### config.mk
export PLATFORM = sky130hd
export DESIGN_NAME = spq_cell
export DESIGN_NICKNAME = d
export VERILOG_FILES = /design/src/hdl/spq_pkg.sv /design/src/hdl/spq_cell.sv
export SDC_FILE = /design/constraint.sdc
export NUM_CORES = 1
export LEC_CHECK = 0
export BUFFER_PORTS_ARGS = -buffer_cell sky130_fd_sc_hd__buf_2
export CAP_MARGIN = 15
export CORE_MARGIN = 5
export CORE_UTILIZATION = 46
export DETAILED_ROUTE_END_ITERATION = 8
export HOLD_SLACK_MARGIN = 0.15
export PLACE_DENSITY = 0.82
export SYNTH_ARGS = -nofsm -noshare
export SYNTH_HDL_FRONTEND = slang
export SYNTH_SLANG_ARGS = --single-unit
### constraint.sdc
create_clock -name clk_i -period 4.7 [get_ports clk_i]
set_input_delay 0.235 -clock clk_i [delete_from_list [all_inputs] [get_ports clk_i]]
set_output_delay 0.235 -clock clk_i [all_outputs]
set_load 0.03 [all_outputs]
### src/hdl/spq_pkg.sv
// shared types and constants of the sorted priority queue
package spq_pkg;

  localparam int unsigned DATA_W    = 32;
  localparam int unsigned DEPTH_DEF = 64;
  localparam int unsigned KIND_W    = 2;
  localparam int unsigned STATUS_W  = 2;
  localparam int unsigned COUNT_W   = 7;

  localparam logic [KIND_W-1:0] KIND_PUSH = 2'd0;
  localparam logic [KIND_W-1:0] KIND_POP  = 2'd1;
  localparam logic [KIND_W-1:0] KIND_PEEK = 2'd2;

  localparam logic [STATUS_W-1:0] STATUS_OK        = 2'd0;
  localparam logic [STATUS_W-1:0] STATUS_OVERFLOW  = 2'd1;
  localparam logic [STATUS_W-1:0] STATUS_UNDERFLOW = 2'd2;

  localparam logic signed [DATA_W-1:0] TOP_EMPTY = 32'sh7FFF_FFFF;

  // command broadcast to every cell of the row
  typedef struct packed {
    logic                     push;
    logic                     pop;
    logic signed [DATA_W-1:0] value;
  } spq_cmd_t;

endpackage

### src/hdl/spq_cell.sv
// one storage cell of the sorted row, largest value in cell 0
module spq_cell
  import spq_pkg::*;
(
  input  logic                     clk_i,
  input  spq_cmd_t                 cmd_i,
  input  logic                     occ_i,
  input  logic                     above_keep_i,
  input  logic signed [DATA_W-1:0] above_val_i,
  input  logic signed [DATA_W-1:0] below_val_i,
  output logic signed [DATA_W-1:0] val_o,
  output logic                     keep_o
);

  logic signed [DATA_W-1:0] val_q, val_d;

  // entry stays in place on a push only when it is strictly greater
  assign keep_o = occ_i && (val_q > cmd_i.value);
  assign val_o  = val_q;

  always_comb begin
    val_d = val_q;
    priority if (cmd_i.push) begin
      if (keep_o) begin
        val_d = val_q;
      end else if (above_keep_i) begin
        val_d = cmd_i.value;
      end else begin
        val_d = above_val_i;
      end
    end else if (cmd_i.pop) begin
      val_d = below_val_i;
    end
  end

  always_ff @(posedge clk_i) begin
    val_q <= val_d;
  end

endmodule

==> run metrics <==
outcome=finished clean; Clock Path Buffers=2; Setup Skew=~0.0057 ns; type of origin of the critical path=flop; die area=about 7000 um^2; worst slew pin tran=1.08 ns; sequential share of the synthesized area=0.383; Clock transition at path regs=0.07 ns; via/cell ratio=5.10; first-pass GRT wire length=approximately 11,000 um; VDD IR-drop max=around 0.15 mV; Worst Reg-to-Reg Cells=8; RD Place Congestion=approximately 0.83; Syn. warnings=0; detailed placer's ending HPWL=5510 um; crit path max fanout=26; register area=just under 1000 um^2; Hold Path Class=in -> reg; number of global-route vias before repair=approximately 2,400; Routed Antenna Nets=0; CTS tree=built; Slew Limit Fails=0; Avg Inst Size Synth=9.62 um^2; drt drc=0; post-synth net total=394; nets=around 520; Pleak=0.00170 uW; depth of the worst hold-timing path=3; commonest non-fill, non-tap cell in the layout=buf_2; maxcap violations=0; final WL=6620 um; global route overflow=0; Die Width=83.9 um; antenna violations before repair=0; Initial Utilization=0.465; Yosys top cell by area=edfxtp_1; crit share post-route=0.668; slowest stage delay, CP=around 0.42 ns; hold path startpoint=below_val_i[8]; Ports=134; min Tclk post-route=about 3.1 ns; multi-input logic area=between 1000 and 1500 um^2; Die Ht=83.9 um; Hold Path End=val_o[8]$_DFFE_PP_; via count=2,367; Synth Cell Area=2510 um^2; Seq cells post-synth=32; clock root cell=clkbuf_8; Clock Latency Late Sink=around 0.28 ns; Largest register FFs=32; clk sink count=32; sequence of cells on the critical path=ha_1 > nand4_2 > nor4_2 > a31oi_1 > and3_4 > a2bb2o_4 > a211oi_4 > buf_4; area of the core=5410 um^2; Final Power=920 uW; reg-to-reg startpoint=val_o[31]$_DFFE_PP_; Rows=27; Final Hold Fails=0; filler instances=approximately 490; Post-Synth XOR/XNOR Area=0; Worst slew margin=0.279; adder-cell share of the synthesized area=0.159; CP Capture Type=flop; Final Setup Violations=0; Area Growth Syn to Fin=32.1%; most frequent cells in the layout=buf_2 (133), a21oi_1 (45), nor2_1 (36), inv_1 (33); Worst Path Arrival=about 3.1 ns; RSZ-0062 raised after global routing=no; number of iterations in the first detailed-routing pass=4; final setup TNS=0 ns; PostCTS Resize Cnt=0; CP required=4.65 ns; Synth cell types=33; antenna cell count=0; post-synthesis compound-gate area fraction=0.142; reg2reg setup slack=roughly 1.6 ns; final std cells w/o fill=about 460; top cells by area, synth=edfxtp_1 (38%), ha_1 (16%), mux2i_1 (13%), a21oi_1 (9.0%), nor2_1 (5.4%); Post-Syn Instances=261; CTS HTree Levels=2; fmax=319 MHz; total CTS buffers=5; PD cells=277 nW/um^2; largest net degree at the start of global routing=68; Cells after DPL=456; CP Class=reg -> reg; gr usage total=0.184; DR WL/cell=14.3 um; RR Endpoint=val_o[25]$_DFFE_PP_; Buffers on Ports=133; mux share of post-synthesis cell area=0.128; layout cells sized above 1=0.375; Post-Synth Simple-Gate Area=0.122; Hold Buf Count CTS=0; Layout Utilization=0.614; CP max stage cell=buf_4; top-area cell type share of the netlist area=0.383; setup bufs post-CTS=0; Iter 0 DRT Violations=94; main combinational cell family by area after synthesis=adder cells
==> stage by stage <==
| step | area (um^2) | setup WS, ns | hold WS (ns) |
|---|---|---|---|
| detailed placement | 3240 | 1.56 | 0.563 |
| CTS | 3320 | 1.52 | 0.263 |
| finish | 3320 | 1.56 | 0.274 |
| global placement | 3240 | 1.66 | 0.557 |
| floorplan | 2510 | 0.945 | 0.461 |
| global route | 3320 | 1.38 | 0.267 |
==> layout make-up <==
class | count | share of cell area
repair buffers | 134 | 0.203
clock buffers | 7 | 0.0230
inverters | 33 | 0.0373
multi-input cells | 185 | 0.419
flip-flops and latches | 32 | 0.290
well taps | 72 | 0.0271
clock inverters | 1 | 0.00113
==> critical path: cells and delay by family, from the launching register on <==
family / cells / cell delay, ns
compound gates: 3 / 0.82
flops: 1 / 0.39
fa+ha+maj: 1 / 0.39
simple gates: 3 / 0.77
buf+inv: 1 / 0.42
==> where the power goes <==
part	switching (uW)	internal (uW)	total (uW)	leakage, uW
logic	211	130	341	0.00135
clock network	97.7	103	201	0.0000399
registers	17.8	360	378	0.000315
==> how the worst max path moves through the flow <==
stage                              startpoint                  end  depth (start not counted)
after global routing      val_o[31]$_DFFE_PP_  val_o[31]$_DFFE_PP_                          8
after global placement    val_o[31]$_DFFE_PP_  val_o[27]$_DFFE_PP_                          8
after floorplan           val_o[31]$_DFFE_PP_   val_o[0]$_DFFE_PP_                          7
final                     val_o[31]$_DFFE_PP_  val_o[25]$_DFFE_PP_                          8
after CTS                 val_o[31]$_DFFE_PP_  val_o[14]$_DFFE_PP_                          8
after detailed placement  val_o[31]$_DFFE_PP_  val_o[23]$_DFFE_PP_                          8
==> metal layers <==
layer | vias up | GRT usage | share of wire
met2 | 73 | 0.344 | 0.53
met3 | 12 | 0.0582 | 0.073
met4 | 0 | 0.0453 | 0.018
li1 | 1206 | - | -
met1 | 1076 | 0.201 | 0.38
met5 | - | 0 | 0
==> cells in the mapped netlist <==
library cell / count
nand4_2: 2
or3_1: 1
clkbuf_1: 5
buf_2: 2
o21ai_0: 4
a2111oi_0: 1
a221o_1: 1
nand3_1: 3
a211oi_1: 1
and3_4: 1
nand3b_1: 1
buf_1: 4
edfxtp_1: 32
a21boi_1: 1
a21o_1: 1
o31a_1: 1
nor3_1: 1
nor4_2: 1
nor2_2: 1
o211ai_1: 2
nand4_4: 1
a2bb2o_4: 1
ha_1: 32
nor2b_1: 1
a21oi_1: 45
nand2_1: 6
nor2_1: 36
a31oi_1: 1
mux2i_1: 32
a211oi_2: 1
a22oi_1: 1
inv_1: 33
nand4_1: 5
==> kinds of logic (layout without fill, tap and decap cells) <==
family | after synthesis | after routing
multiplexers | 32 | 32
flip-flops | 32 | 32
buffers and inverters | 44 | 175
AO/OA/AOI/OAI | 61 | 61
AND/OR/NAND/NOR | 60 | 60
adder cells (fa/ha/maj) | 32 | 32
(Power assumes the default switching activity.)
